$ cat src/rtl/core/wrd_pkg.sv
package wrd_pkg;

    localparam int HEAD_DEPTH  = 5;
    localparam int COUNT_W     = 5;
    localparam int QUEUE_DEPTH = 2;

    localparam logic [COUNT_W-1:0] COUNT_MAX = 5'd31;

    localparam logic [2:0] ST_TOUCH    = 3'd0;
    localparam logic [2:0] ST_PENS     = 3'd1;
    localparam logic [2:0] ST_ACK      = 3'd2;
    localparam logic [2:0] ST_IGNORED  = 3'd3;
    localparam logic [2:0] ST_UNKNOWN  = 3'd4;
    localparam logic [2:0] ST_BAD_SIZE = 3'd5;
    localparam logic [2:0] ST_BAD_SUM  = 3'd6;

    localparam logic [7:0] MAJOR_TOUCH = 8'h01;
    localparam logic [7:0] MAJOR_PANEL = 8'h02;
    localparam logic [7:0] MINOR_ACK   = 8'hc3;
    localparam logic [7:0] MINOR_TRAY  = 8'hd2;
    localparam logic [7:0] SUB_PENS    = 8'h05;
    localparam logic [7:0] SUB_IGNORED = 8'h06;

    typedef struct packed {
        logic [HEAD_DEPTH-1:0][7:0] head;
        logic [COUNT_W-1:0]         size;
        logic                       xor_zero;
        logic                       too_long;
    } record_t;

endpackage

$ cat src/rtl/core/wrd_if.sv
interface wrd_in_if;
    logic       valid;
    logic       ready;
    logic [7:0] rx_byte;
    logic       end_of_report;

    modport source (output valid, output rx_byte, output end_of_report, input ready);
    modport sink   (input valid, input rx_byte, input end_of_report, output ready);
endinterface

interface wrd_out_if;
    logic        valid;
    logic        ready;
    logic [2:0]  status;
    logic        touch_down;
    logic [11:0] pos_x;
    logic [11:0] pos_y;
    logic [4:0]  pen_bits;
    logic        tool_finger;
    logic        tool_pen;
    logic        tool_rubber;

    modport source (
        output valid, output status, output touch_down, output pos_x, output pos_y,
        output pen_bits, output tool_finger, output tool_pen, output tool_rubber,
        input ready
    );
    modport sink (
        input valid, input status, input touch_down, input pos_x, input pos_y,
        input pen_bits, input tool_finger, input tool_pen, input tool_rubber,
        output ready
    );
endinterface

$ cat src/rtl/core/whiteboard_report_decoder.sv
// Whiteboard report decoder: takes one report byte per clock on rx (end_of_report on the
// final byte) and gives one decoded result on report per report, registered first in the
// queue and then in the output register. Bytes are taken every cycle; rx stalls only when
// the two-entry queue between the byte front end and the decode stage is full, which
// happens only while report is held off. Reports longer than MAX_REPORT_BYTES give bad size.
module whiteboard_report_decoder #(
    parameter int MAX_REPORT_BYTES = 18
) (
    input  logic      clk,
    input  logic      rst_n,
    wrd_in_if.sink    rx,
    wrd_out_if.source report
);

    wrd_pkg::record_t push_rec;
    wrd_pkg::record_t head_rec;
    logic             push;
    logic             pop;
    logic             full;
    logic             empty;

    wrd_front #(
        .MAX_REPORT_BYTES(MAX_REPORT_BYTES)
    ) u_front (
        .clk   (clk),
        .rst_n (rst_n),
        .rx    (rx),
        .full  (full),
        .push  (push),
        .rec   (push_rec)
    );

    wrd_queue u_queue (
        .clk      (clk),
        .rst_n    (rst_n),
        .push     (push),
        .push_rec (push_rec),
        .pop      (pop),
        .full     (full),
        .empty    (empty),
        .head_rec (head_rec)
    );

    wrd_back u_back (
        .clk    (clk),
        .rst_n  (rst_n),
        .empty  (empty),
        .rec    (head_rec),
        .pop    (pop),
        .report (report)
    );

endmodule

$ cat src/rtl/core/wrd_front.sv
module wrd_front #(
    parameter int MAX_REPORT_BYTES = 18
) (
    input  logic             clk,
    input  logic             rst_n,
    wrd_in_if.sink           rx,
    input  logic             full,
    output logic             push,
    output wrd_pkg::record_t rec
);

    logic [wrd_pkg::COUNT_W-1:0] count_reg, count_next;
    logic [7:0]                  xor_reg, xor_next;
    logic                        too_long_reg, too_long_next;
    logic [7:0]                  head_reg [wrd_pkg::HEAD_DEPTH];
    logic                        accept;

    assign rx.ready = !full;
    assign accept   = rx.valid && rx.ready;
    assign push     = accept && rx.end_of_report;

    always_comb
    begin
        count_next    = (count_reg < wrd_pkg::COUNT_MAX) ? count_reg + 5'd1 : count_reg;
        xor_next      = (count_reg != '0) ? (xor_reg ^ rx.rx_byte) : xor_reg;
        too_long_next = too_long_reg || (count_next > 5'(MAX_REPORT_BYTES));
    end

    // current byte merged into the captured head
    always_comb
    begin
        for (int i = 0; i < wrd_pkg::HEAD_DEPTH; i++)
        begin
            rec.head[i] = (count_reg == 5'(i)) ? rx.rx_byte : head_reg[i];
        end
        rec.size     = count_next;
        rec.xor_zero = (xor_next == 8'h00);
        rec.too_long = too_long_next;
    end

    always_ff @(posedge clk or negedge rst_n)
    begin
        if (!rst_n)
        begin
            count_reg    <= '0;
            xor_reg      <= '0;
            too_long_reg <= 1'b0;
        end
        else if (accept)
        begin
            if (rx.end_of_report)
            begin
                count_reg    <= '0;
                xor_reg      <= '0;
                too_long_reg <= 1'b0;
            end
            else
            begin
                count_reg    <= count_next;
                xor_reg      <= xor_next;
                too_long_reg <= too_long_next;
            end
        end
    end

    always_ff @(posedge clk)
    begin
        for (int i = 0; i < wrd_pkg::HEAD_DEPTH; i++)
        begin
            if (accept && count_reg == 5'(i))
            begin
                head_reg[i] <= rx.rx_byte;
            end
        end
    end

    a_clear_after_end: assert property (@(posedge clk) disable iff (!rst_n)
        push |=> (count_reg == '0 && xor_reg == '0 && !too_long_reg))
        else $error("report state not cleared after final beat");

    a_too_long_count: assert property (@(posedge clk) disable iff (!rst_n)
        too_long_reg |-> (count_reg > 5'(MAX_REPORT_BYTES)))
        else $error("overlong flag set below limit");

    a_xor_first: assert property (@(posedge clk) disable iff (!rst_n)
        (count_reg == '0) |-> (xor_reg == '0))
        else $error("checksum nonzero at start of report");

endmodule

$ cat src/rtl/core/wrd_queue.sv
module wrd_queue (
    input  logic             clk,
    input  logic             rst_n,
    input  logic             push,
    input  wrd_pkg::record_t push_rec,
    input  logic             pop,
    output logic             full,
    output logic             empty,
    output wrd_pkg::record_t head_rec
);

    localparam int PTR_W = $clog2(wrd_pkg::QUEUE_DEPTH);

    wrd_pkg::record_t   slot_reg [wrd_pkg::QUEUE_DEPTH];
    logic [PTR_W-1:0]   wr_ptr_reg, rd_ptr_reg;
    logic [PTR_W:0]     fill_reg, fill_next;

    assign full     = (fill_reg == (PTR_W+1)'(wrd_pkg::QUEUE_DEPTH));
    assign empty    = (fill_reg == '0);
    assign head_rec = slot_reg[rd_ptr_reg];

    always_comb
    begin
        fill_next = fill_reg;
        if (push && !pop)
        begin
            fill_next = fill_reg + 1'b1;
        end
        else if (pop && !push)
        begin
            fill_next = fill_reg - 1'b1;
        end
    end

    always_ff @(posedge clk or negedge rst_n)
    begin
        if (!rst_n)
        begin
            wr_ptr_reg <= '0;
            rd_ptr_reg <= '0;
            fill_reg   <= '0;
        end
        else
        begin
            fill_reg <= fill_next;
            if (push)
            begin
                wr_ptr_reg <= (wr_ptr_reg == PTR_W'(wrd_pkg::QUEUE_DEPTH - 1)) ?
                              '0 : wr_ptr_reg + 1'b1;
            end
            if (pop)
            begin
                rd_ptr_reg <= (rd_ptr_reg == PTR_W'(wrd_pkg::QUEUE_DEPTH - 1)) ?
                              '0 : rd_ptr_reg + 1'b1;
            end
        end
    end

    always_ff @(posedge clk)
    begin
        if (push)
        begin
            slot_reg[wr_ptr_reg] <= push_rec;
        end
    end

    a_no_overflow: assert property (@(posedge clk) disable iff (!rst_n)
        push |-> !full)
        else $error("push into full queue");

    a_no_underflow: assert property (@(posedge clk) disable iff (!rst_n)
        pop |-> !empty)
        else $error("pop from empty queue");

    a_fill_bound: assert property (@(posedge clk) disable iff (!rst_n)
        fill_reg <= (PTR_W+1)'(wrd_pkg::QUEUE_DEPTH))
        else $error("queue fill out of range");

endmodule

$ cat src/rtl/core/wrd_back.sv
module wrd_back (
    input  logic             clk,
    input  logic             rst_n,
    input  logic             empty,
    input  wrd_pkg::record_t rec,
    output logic             pop,
    wrd_out_if.source        report
);

    logic        valid_reg;
    logic [2:0]  status_reg, status_next;
    logic        down_reg, down_next;
    logic [11:0] x_reg, x_next;
    logic [11:0] y_reg, y_next;
    logic [4:0]  pens_reg, pens_next;
    logic        finger_reg, finger_next;
    logic        pen_reg, pen_next;
    logic        rubber_reg, rubber_next;
    logic [7:0]  h0, h1, h2, h3, h4;

    assign pop = !empty && (!valid_reg || report.ready);

    assign h0 = rec.head[0];
    assign h1 = rec.head[1];
    assign h2 = rec.head[2];
    assign h3 = rec.head[3];
    assign h4 = rec.head[4];

    always_comb
    begin
        status_next = wrd_pkg::ST_UNKNOWN;
        down_next   = 1'b0;
        x_next      = '0;
        y_next      = '0;
        pens_next   = '0;
        finger_next = 1'b0;
        pen_next    = 1'b0;
        rubber_next = 1'b0;
        if (rec.too_long)
        begin
            status_next = wrd_pkg::ST_BAD_SIZE;
        end
        else if (h0 == wrd_pkg::MAJOR_TOUCH)
        begin
            if (rec.size < 5'd5)
            begin
                status_next = wrd_pkg::ST_BAD_SIZE;
            end
            else
            begin
                status_next = wrd_pkg::ST_TOUCH;
                down_next   = h1[0];
                x_next      = {h3[3:0], h2};
                y_next      = {h4, h3[7:4]};
            end
        end
        else if (h0 == wrd_pkg::MAJOR_PANEL)
        begin
            if (!rec.xor_zero)
            begin
                status_next = wrd_pkg::ST_BAD_SUM;
            end
            else if (rec.size < 5'd2)
            begin
                status_next = wrd_pkg::ST_BAD_SIZE;
            end
            else if (h1 == wrd_pkg::MINOR_ACK)
            begin
                status_next = wrd_pkg::ST_ACK;
            end
            else if (h1 != wrd_pkg::MINOR_TRAY)
            begin
                status_next = wrd_pkg::ST_UNKNOWN;
            end
            else if (rec.size < 5'd3)
            begin
                status_next = wrd_pkg::ST_BAD_SIZE;
            end
            else if (h2 == wrd_pkg::SUB_PENS)
            begin
                if (rec.size < 5'd4)
                begin
                    status_next = wrd_pkg::ST_BAD_SIZE;
                end
                else
                begin
                    status_next = wrd_pkg::ST_PENS;
                    pens_next   = h3[4:0];
                    finger_next = (h3[4:0] == 5'd0);
                    pen_next    = (h3[4:0] != 5'd0) && !h3[2];
                    rubber_next = h3[2];
                end
            end
            else if (h2 == wrd_pkg::SUB_IGNORED)
            begin
                status_next = wrd_pkg::ST_IGNORED;
            end
        end
    end

    always_ff @(posedge clk or negedge rst_n)
    begin
        if (!rst_n)
        begin
            valid_reg <= 1'b0;
        end
        else if (pop)
        begin
            valid_reg <= 1'b1;
        end
        else if (report.ready)
        begin
            valid_reg <= 1'b0;
        end
    end

    always_ff @(posedge clk)
    begin
        if (pop)
        begin
            status_reg <= status_next;
            down_reg   <= down_next;
            x_reg      <= x_next;
            y_reg      <= y_next;
            pens_reg   <= pens_next;
            finger_reg <= finger_next;
            pen_reg    <= pen_next;
            rubber_reg <= rubber_next;
        end
    end

    assign report.valid       = valid_reg;
    assign report.status      = status_reg;
    assign report.touch_down  = down_reg;
    assign report.pos_x       = x_reg;
    assign report.pos_y       = y_reg;
    assign report.pen_bits    = pens_reg;
    assign report.tool_finger = finger_reg;
    assign report.tool_pen    = pen_reg;
    assign report.tool_rubber = rubber_reg;

    a_status_range: assert property (@(posedge clk) disable iff (!rst_n)
        valid_reg |-> (status_reg != 3'd7))
        else $error("reserved status code driven");

    a_tool_exclusive: assert property (@(posedge clk) disable iff (!rst_n)
        valid_reg |-> $onehot0({finger_reg, pen_reg, rubber_reg}))
        else $error("more than one tool flagged");

    a_pop_loads: assert property (@(posedge clk) disable iff (!rst_n)
        pop |=> valid_reg)
        else $error("popped record not presented");

endmodule
$ cat src/flat_wrapper.sv
// flat-port wrapper written by rule: the top's interface ports become plain ports
module whiteboard_report_decoder_flat 
#(
    parameter int MAX_REPORT_BYTES = 18
)
  (clk, rst_n, rx_valid, rx_rx_byte, rx_end_of_report, rx_ready, report_valid, report_status, report_touch_down, report_pos_x, report_pos_y, report_pen_bits, report_tool_finger, report_tool_pen, report_tool_rubber, report_ready);
  wrd_in_if rx_i ();
  wrd_out_if report_i ();
  input  logic clk;
  input  logic rst_n;
  input wire logic [$bits(rx_i.valid)-1:0] rx_valid;
  input wire logic [$bits(rx_i.rx_byte)-1:0] rx_rx_byte;
  input wire logic [$bits(rx_i.end_of_report)-1:0] rx_end_of_report;
  output wire logic [$bits(rx_i.ready)-1:0] rx_ready;
  output wire logic [$bits(report_i.valid)-1:0] report_valid;
  output wire logic [$bits(report_i.status)-1:0] report_status;
  output wire logic [$bits(report_i.touch_down)-1:0] report_touch_down;
  output wire logic [$bits(report_i.pos_x)-1:0] report_pos_x;
  output wire logic [$bits(report_i.pos_y)-1:0] report_pos_y;
  output wire logic [$bits(report_i.pen_bits)-1:0] report_pen_bits;
  output wire logic [$bits(report_i.tool_finger)-1:0] report_tool_finger;
  output wire logic [$bits(report_i.tool_pen)-1:0] report_tool_pen;
  output wire logic [$bits(report_i.tool_rubber)-1:0] report_tool_rubber;
  input wire logic [$bits(report_i.ready)-1:0] report_ready;
  assign rx_i.valid = rx_valid;
  assign rx_i.rx_byte = rx_rx_byte;
  assign rx_i.end_of_report = rx_end_of_report;
  assign rx_ready = rx_i.ready;
  assign report_valid = report_i.valid;
  assign report_status = report_i.status;
  assign report_touch_down = report_i.touch_down;
  assign report_pos_x = report_i.pos_x;
  assign report_pos_y = report_i.pos_y;
  assign report_pen_bits = report_i.pen_bits;
  assign report_tool_finger = report_i.tool_finger;
  assign report_tool_pen = report_i.tool_pen;
  assign report_tool_rubber = report_i.tool_rubber;
  assign report_i.ready = report_ready;
  whiteboard_report_decoder #(.MAX_REPORT_BYTES(MAX_REPORT_BYTES)) u_core (.clk(clk), .rst_n(rst_n), .rx(rx_i), .report(report_i));
endmodule
$ cat config.mk
export PLATFORM = sky130hd
export DESIGN_NAME = whiteboard_report_decoder_flat
export DESIGN_NICKNAME = d
export VERILOG_FILES = /design/src/rtl/core/wrd_pkg.sv /design/src/rtl/core/wrd_if.sv /design/src/rtl/core/whiteboard_report_decoder.sv /design/src/rtl/core/wrd_front.sv /design/src/rtl/core/wrd_queue.sv /design/src/rtl/core/wrd_back.sv /design/src/flat_wrapper.sv
export SDC_FILE = /design/constraint.sdc
export NUM_CORES = 1
export LEC_CHECK = 0
export ABC_CLOCK_PERIOD_IN_PS = 8700
export BUFFER_PORTS_ARGS = -buffer_cell sky130_fd_sc_hd__buf_4
export CORE_MARGIN = 2
export CORE_UTILIZATION = 25
export CTS_BUF_LIST = sky130_fd_sc_hd__clkbuf_8
export DETAILED_ROUTE_END_ITERATION = 12
export PLACE_DENSITY = 0.41
export SLEW_MARGIN = 20
export SYNTH_ARGS = -nofsm -noshare
export SYNTH_HDL_FRONTEND = slang
export SYNTH_SLANG_ARGS = --single-unit
$ cat constraint.sdc
create_clock -name clk -period 8.7 [get_ports clk]
set_clock_uncertainty 0.15 [all_clocks]
set_input_delay 0.87 -clock clk [delete_from_list [all_inputs] [get_ports clk]]
set_output_delay 0.87 -clock clk [all_outputs]
set_load 0.005 [all_outputs]
Word level (Yosys, flattened, before mapping) --
Memories as Yosys holds them, arrays and structs flattened. Cells that the tools add are included.
Cells by class: $add $sub $neg 5, $lt $le $gt $ge 6, equal/unequal tests 11, muxes and demuxes 51, bitwise gates (word level) 5, reductions and logical operators 33
Operator list (count):
- 8-bit two-way mux | 11
- 3-bit two-way mux | 15
- 8-bit OR reduction | 4
- 1-bit two-way mux | 21
- 8-bit by 3-bit equality test with 1-bit output, second input constant | 2
- 1-bit logical AND | 11
- 5-bit by 2-bit equality test with 1-bit output, second input constant | 2
- 5-bit zero test | 2
- 5-bit by 2-bit < comparator with 1-bit output, second input constant | 2
- 5-bit by 3-bit < comparator with 1-bit output, second input constant | 2
- 5-bit two-way mux | 2
- 5-bit nonzero test | 2
- 10-bit OR reduction | 1
- 8-bit by 1-bit equality test with 1-bit output, second input constant | 1
- 8-bit by 2-bit equality test with 1-bit output, second input constant | 1
- 8-bit equality test, second input constant | 1
- 8-bit zero test | 1
- 8-bit inequality test, second input constant | 1
- 8-bit XOR | 1
- 1-bit zero test | 6
- 5-bit by 1-bit adder with 5-bit output, second input constant | 1
- 5-bit by 1-bit equality test with 1-bit output, second input constant | 1
- 5-bit by 3-bit equality test with 1-bit output, second input constant | 1
- 5-bit greater-than comparator, second input constant | 1
- other kinds (11) | 18
Storage, ports and cells: bits in registers 55, RAM bits 134, memories 2
Memory list:
- u_core.u_queue.slot_reg | depth 2, width 47, rd ports 1, clocked after memory_dff 0, wr ports 1, line wrd_queue.sv:14 | wrd_pkg::record_t slot_reg [wrd_pkg::QUEUE_DEPTH];
- u_core.u_front.head_reg | depth 5, width 8, rd ports 5, clocked after memory_dff 0, wr ports 1, line wrd_front.sv:15 | logic [7:0] head_reg [wrd_pkg::HEAD_DEPTH];

Longest topological paths before layout --
depth in word-level cells 11, depth in mapped cells 9, depth with buffers taken out 8

Hierarchy --
A second synthesis with hierarchy kept.
Unflattened totals: cell total of the unflattened synthesis 532, area total of the unflattened synthesis 8144.1 µm²
By module, submodules not included:
- wrd_queue | instances 1, cells an instance 162, area each 3657.3 µm², seq. area each 2922.8 µm²
- wrd_front | instances 1, cells an instance 249, area each 2819.0 µm², seq. area each 1551.5 µm²
- wrd_back | instances 1, cells an instance 121, area each 1667.8 µm², seq. area each 1076.0 µm²

Worst setup path before layout --
OpenSTA, ideal clock, no wires.
path kind input-to-reg, from input port rx_end_of_report, to memory u_core.u_queue.slot_reg[0][0] (netlist name), enable pin, setup time 0.452 ns, data arrival time 3.207 ns, data required time 8.098 ns, path slack 4.891 ns, stages 3, cells stage by stage clkbuf_1 -> nand2_1 -> nor2_1
Between the ends: cells in the longest elaborated chain, start to end 3
Ends and longest elaborated chain:
- start: declaration | line flat_wrapper.sv:13 | input wire logic [$bits(rx_i.end_of_report)-1:0] rx_end_of_report;
- 1-bit logical AND | line wrd_front.sv:20 | assign push = accept && rx.end_of_report;
- 1-bit two-way mux | line wrd_queue.sv:61 | if (push)
- 1-bit two-way mux (not written as such) | line wrd_queue.sv:63 | slot_reg[wr_ptr_reg] <= push_rec;
- end: declaration | line wrd_queue.sv:14
Every way passes these cells.

Final worst setup path --
from register u_core.u_queue.rd_ptr_reg, to register u_core.u_back.status_reg[2], in the netlist u_core.u_back.report.status[2], data pin
Between the ends: cells in the longest elaborated chain, start to end 11, elaborated cells on any way between the ends 22
Ends and longest elaborated chain:
- start: declaration | line wrd_queue.sv:15 | logic [PTR_W-1:0] wr_ptr_reg, rd_ptr_reg;
- start signal: assignment | line wrd_queue.sv:53 | rd_ptr_reg <= (rd_ptr_reg == PTR_W'(wrd_pkg::QUEUE_DEPTH - 1)) ?
- memory read 2 x 47 bit (*)
- 5-bit by 3-bit < comparator with 1-bit output / 8-bit by 3-bit equality test with 1-bit output (equally long branches) | line wrd_back.sv:81, wrd_back.sv:94
- 3-bit two-way mux (on tied branches) | line wrd_back.sv:81, wrd_back.sv:94
- 3-bit two-way mux | line wrd_back.sv:79 | else if (h2 == wrd_pkg::SUB_PENS)
- 3-bit two-way mux | line wrd_back.sv:75 | else if (rec.size < 5'd3)
- 3-bit two-way mux | line wrd_back.sv:71 | else if (h1 != wrd_pkg::MINOR_TRAY)
- 3-bit two-way mux | line wrd_back.sv:67 | else if (h1 == wrd_pkg::MINOR_ACK)
- 3-bit two-way mux | line wrd_back.sv:63 | else if (rec.size < 5'd2)
- 3-bit two-way mux | line wrd_back.sv:59 | if (!rec.xor_zero)
- 3-bit two-way mux | line wrd_back.sv:57 | else if (h0 == wrd_pkg::MAJOR_PANEL)
- 3-bit two-way mux | line wrd_back.sv:43 | else if (h0 == wrd_pkg::MAJOR_TOUCH)
- end signal: assignment | line wrd_back.sv:121 | status_reg <= status_next;
- end: declaration | line wrd_back.sv:11 | logic [2:0] status_reg, status_next;
Every way passes the cells marked *; elsewhere a longest branch is shown, timed or not. A chain may end at the register's enable or synchronous reset.

==> summary.md <==
| Metric | Value |
|---|---|
| Status | `complete, no violations` |
| Post-Synthesis Cells | `between 500 and 600` |
| Vias post-DR | `4305` |
| Number of synthesized flops with an enable pin | `169` |
| # setup viols final | `0` |
| Share of power burned in registers | `50.6%` |
| Core Util, Final | `29.4%` |
| Initial Util | `between 20% and 30%` |
| Hold Slack | `~0.14 ns` |
| WP data arrival | `3.19 ns` |
| Nets | `605` |
| Register area share after synthesis | `71.2%` |
| CTS Root Cell | `clkbuf_8` |
| GRT Overall Usage | `10.3%` |
| Net Count, Synth | `560` |
| Final Power | `~2.7 mW` |
| Die H | `181 µm` |
| Pwr Density | `approximately 300 mW/mm²` |
| Worst setup SP type | `flop` |
| Clock share of power | `approximately 22%` |
| Worst ir drop on vdd | `between 0.1 and 0.15 mV` |
| I/O Buffers | `50` |
| RePlAce Congestion | `0.721` |
| Max Freq | `316 MHz` |
| Setup CP Type | `flop to flop` |
| GRT overflow | `0` |
| CP peak stage delay | `0.73 ns` |
| Switching Power | `0.848 mW` |
| First-pass GRT wire length | `25600 µm` |
| Worst skew pair latency | `0.45 ns` |
| Worst Tran Pin Value | `0.966 ns` |
| Min-delay worst type | `input port to asynchronous set/reset pin` |
| CTS Hold Bufs | `0` |
| Gate power share | `27.1%` |
| Synth Flop Type | `edfxtp_1` |
| Initial antenna violation count | `0` |
| Post-route ant nets | `0` |
| Leak | `approximately 3.2 nW` |
| HPWL Detailed | `10600 µm` |
| Total negative slack | `0 ns` |
| CTS tree | `yes` |
| Layout Area Growth over Synthesis | `15.4%` |
| Yosys reg bits | `188` |
| Post-synthesis cell area | `0.00780 mm²` |
| Total CTS buffers | `17` |
| Post-CTS Resized | `0` |
| I/O Pins | `between 50 and 60` |
| Setup bufs post-CTS | `0` |
| Rows | `64` |
| Final non-filler cell total | `996` |
| Die width | `181 µm` |
| Slowest cell on the critical path | `dfrtp_2` |
| 1st-pass router iterations | `4` |
| Number of remaining DRC errors | `0` |
| Antenna Cells | `0` |
| Tcrit/Tclk final | `36.3%` |
| # clock sinks | `roughly 190` |
| Number of global-route vias before repair | `between 4000 and 5000` |
| Crit path capture type | `flop` |
| Largest net degree at the start of global routing | `48` |
| Fill cells | `between 3000 and 4000` |
| Worst-path clk slew | `0.11 ns` |
| Final Hold Vio Count | `0` |
| Relative slew slack | `35.4%` |
| Ys async rst share | `around a tenth` |
| Net Sw Frac | `31.8%` |
| Syn Area/Cell | `14.4 µm²` |
| Pins Over Slew Limit | `0` |
| Max-cap violations | `0` |
| Vias per cell | `4.32` |
| RSZ-0062 raised after global routing | `false` |
| Total wire length | `16600 µm` |
| Core area | `0.0307 mm²` |
| Fin crit period | `between 3 and 4 ns` |
| Internal power | `approximately 1.8 mW` |
| WL/cell | `around 17 µm` |
| H-tree Lvls | `4` |
| Placed insts | `964` |
| Yosys cell types | `57` |
| Max reg flops | `between 90 and 100` |
| Crit-path cells | `buf_4 -> mux2_2 -> nor4_1 -> nand2_2 -> a21boi_0` |
| Synth warn | `0` |
| DR iter-0 viols | `325` |
| Max Root-Sink Buffers | `2` |
| Worst Path Required | `approximately 8.7 ns` |
| Layout cells sized above 1 | `between 20% and 30%` |
| Largest fanout on the critical path | `34` |
| Die area | `0.0326 mm²` |
per-stage QoR:
stage,area (µm²),setup WS (ns)
after floorplan,7800,4.89
after global placement,8600,5.27
after detailed placement,8600,5.24
after CTS,9000,5.25
after global routing,9000,5.34
final,9000,5.54
worst paths after layout:
check,from,end,slack (ns),cells after the start
worst max-delay path,u_core.u_queue.rd_ptr_reg,u_core.u_back.report.status[2],5.54,5
worst min-delay path,rst_n,u_core.u_queue.fill_reg[0],0.14,1
worst max register to register,u_core.u_queue.rd_ptr_reg,u_core.u_back.report.status[2],5.54,5
worst min register to register,u_core.u_queue.fill_reg[1],u_core.u_queue.fill_reg[1],0.37,1
max in group asynchronous,rst_n,u_core.u_queue.rd_ptr_reg,8.00,1
min in group clk,u_core.u_queue.fill_reg[1],u_core.u_queue.fill_reg[1],0.37,1
power by group through the flow:
| stage | clock network [mW] | registers (mW) | logic, mW |
|---|---|---|---|
| after CTS | 0.616 | 1.35 | 0.738 |
| after global routing | 0.650 | 1.37 | 0.810 |
| after global placement | 0 | 1.37 | 0.718 |
| after detailed placement | 0 | 1.37 | 0.734 |
| after floorplan | 0 | 1.34 | 0.498 |
| final | 0.594 | 1.35 | 0.724 |
placed cells by master, fill, tap and decap left out, types with 14 or more instances in the layout:
cell,n
nor3_1,17
edfxtp_1,169
nand2_1,60
mux2_2,33
o21ai_0,16
clkbuf_8,17
mux2i_1,26
nor2_1,51
dfrtp_1,18
inv_1,14
buf_4,55
Yosys cell counts (2+ instances only):
| library cell | n | area (µm²) |
|---|---|---|
| a31oi_1 | 7 | 43.8 |
| dfrtp_1 | 19 | 475 |
| ha_1 | 5 | 62.6 |
| and3_1 | 2 | 12.5 |
| buf_2 | 5 | 25.0 |
| nor4_1 | 3 | 18.8 |
| mux2i_1 | 26 | 260 |
| nor4bb_1 | 4 | 40.0 |
| o21ai_0 | 16 | 80.1 |
| nor4_2 | 2 | 25.0 |
| nor4b_1 | 3 | 26.3 |
| mux2_2 | 33 | 372 |
| o32ai_1 | 4 | 35.0 |
| nand3b_1 | 2 | 15.0 |
| nand4_1 | 2 | 12.5 |
| a21oi_1 | 11 | 55.1 |
| nand3_1 | 7 | 35.0 |
| clkbuf_1 | 20 | 75.1 |
| buf_6 | 2 | 22.5 |
| nor3_1 | 17 | 85.1 |
| xnor2_1 | 8 | 70.1 |
| nand2_1 | 61 | 229 |
| nand2b_1 | 7 | 43.8 |
| xor2_1 | 4 | 35.0 |
| nor2_1 | 52 | 195 |
| inv_1 | 13 | 48.8 |
| a21boi_0 | 2 | 15.0 |
| nor3b_1 | 2 | 15.0 |
| or3_1 | 2 | 12.5 |
| and2_1 | 6 | 37.5 |
| edfxtp_1 | 169 | 5070 |
final cells by class:
cell class / instances / area (µm²) / area share, %
clock buffer: 17 / 234 / 2.60
sequential: 188 / 5550 / 61.7
timing repair buffer: 55 / 413 / 4.59
multi-input combinational: 312 / 2090 / 23.2
inverter: 13 / 48.8 / 0.542
tap: 396 / 495 / 5.50
clock inverter: 15 / 169 / 1.88
routing by layer:
layer	GRT usage, %	routed length (µm)	up-vias	part of all wire (%)
met4	3.87	319	0	1.9
met1	14.0	8230	2116	50
met2	16.2	7550	89	46
li1	-	-	2085	-
met3	2.28	487	15	2.9
met5	0	0	-	0
cell families after synthesis:
| family | synth area share [%] |
|---|---|
| AO/OA/AOI/OAI | 4.67 |
| XOR/XNOR | 1.35 |
| adder cells (fa/ha/maj) | 0.802 |
| buffers and inverters | 2.36 |
| flip-flops | 71.2 |
| multiplexers | 8.10 |
| AND/OR/NAND/NOR | 11.6 |
worst max-delay path, delay by kind of cell, from the launching register on:
family	cells	cell delay (ns)
simple gates	2	0.84
buf+inv	1	0.46
compound gates	1	0.26
mux	1	0.43
flops	1	0.73
No activity file was read; power rests on OpenSTA's default activity.
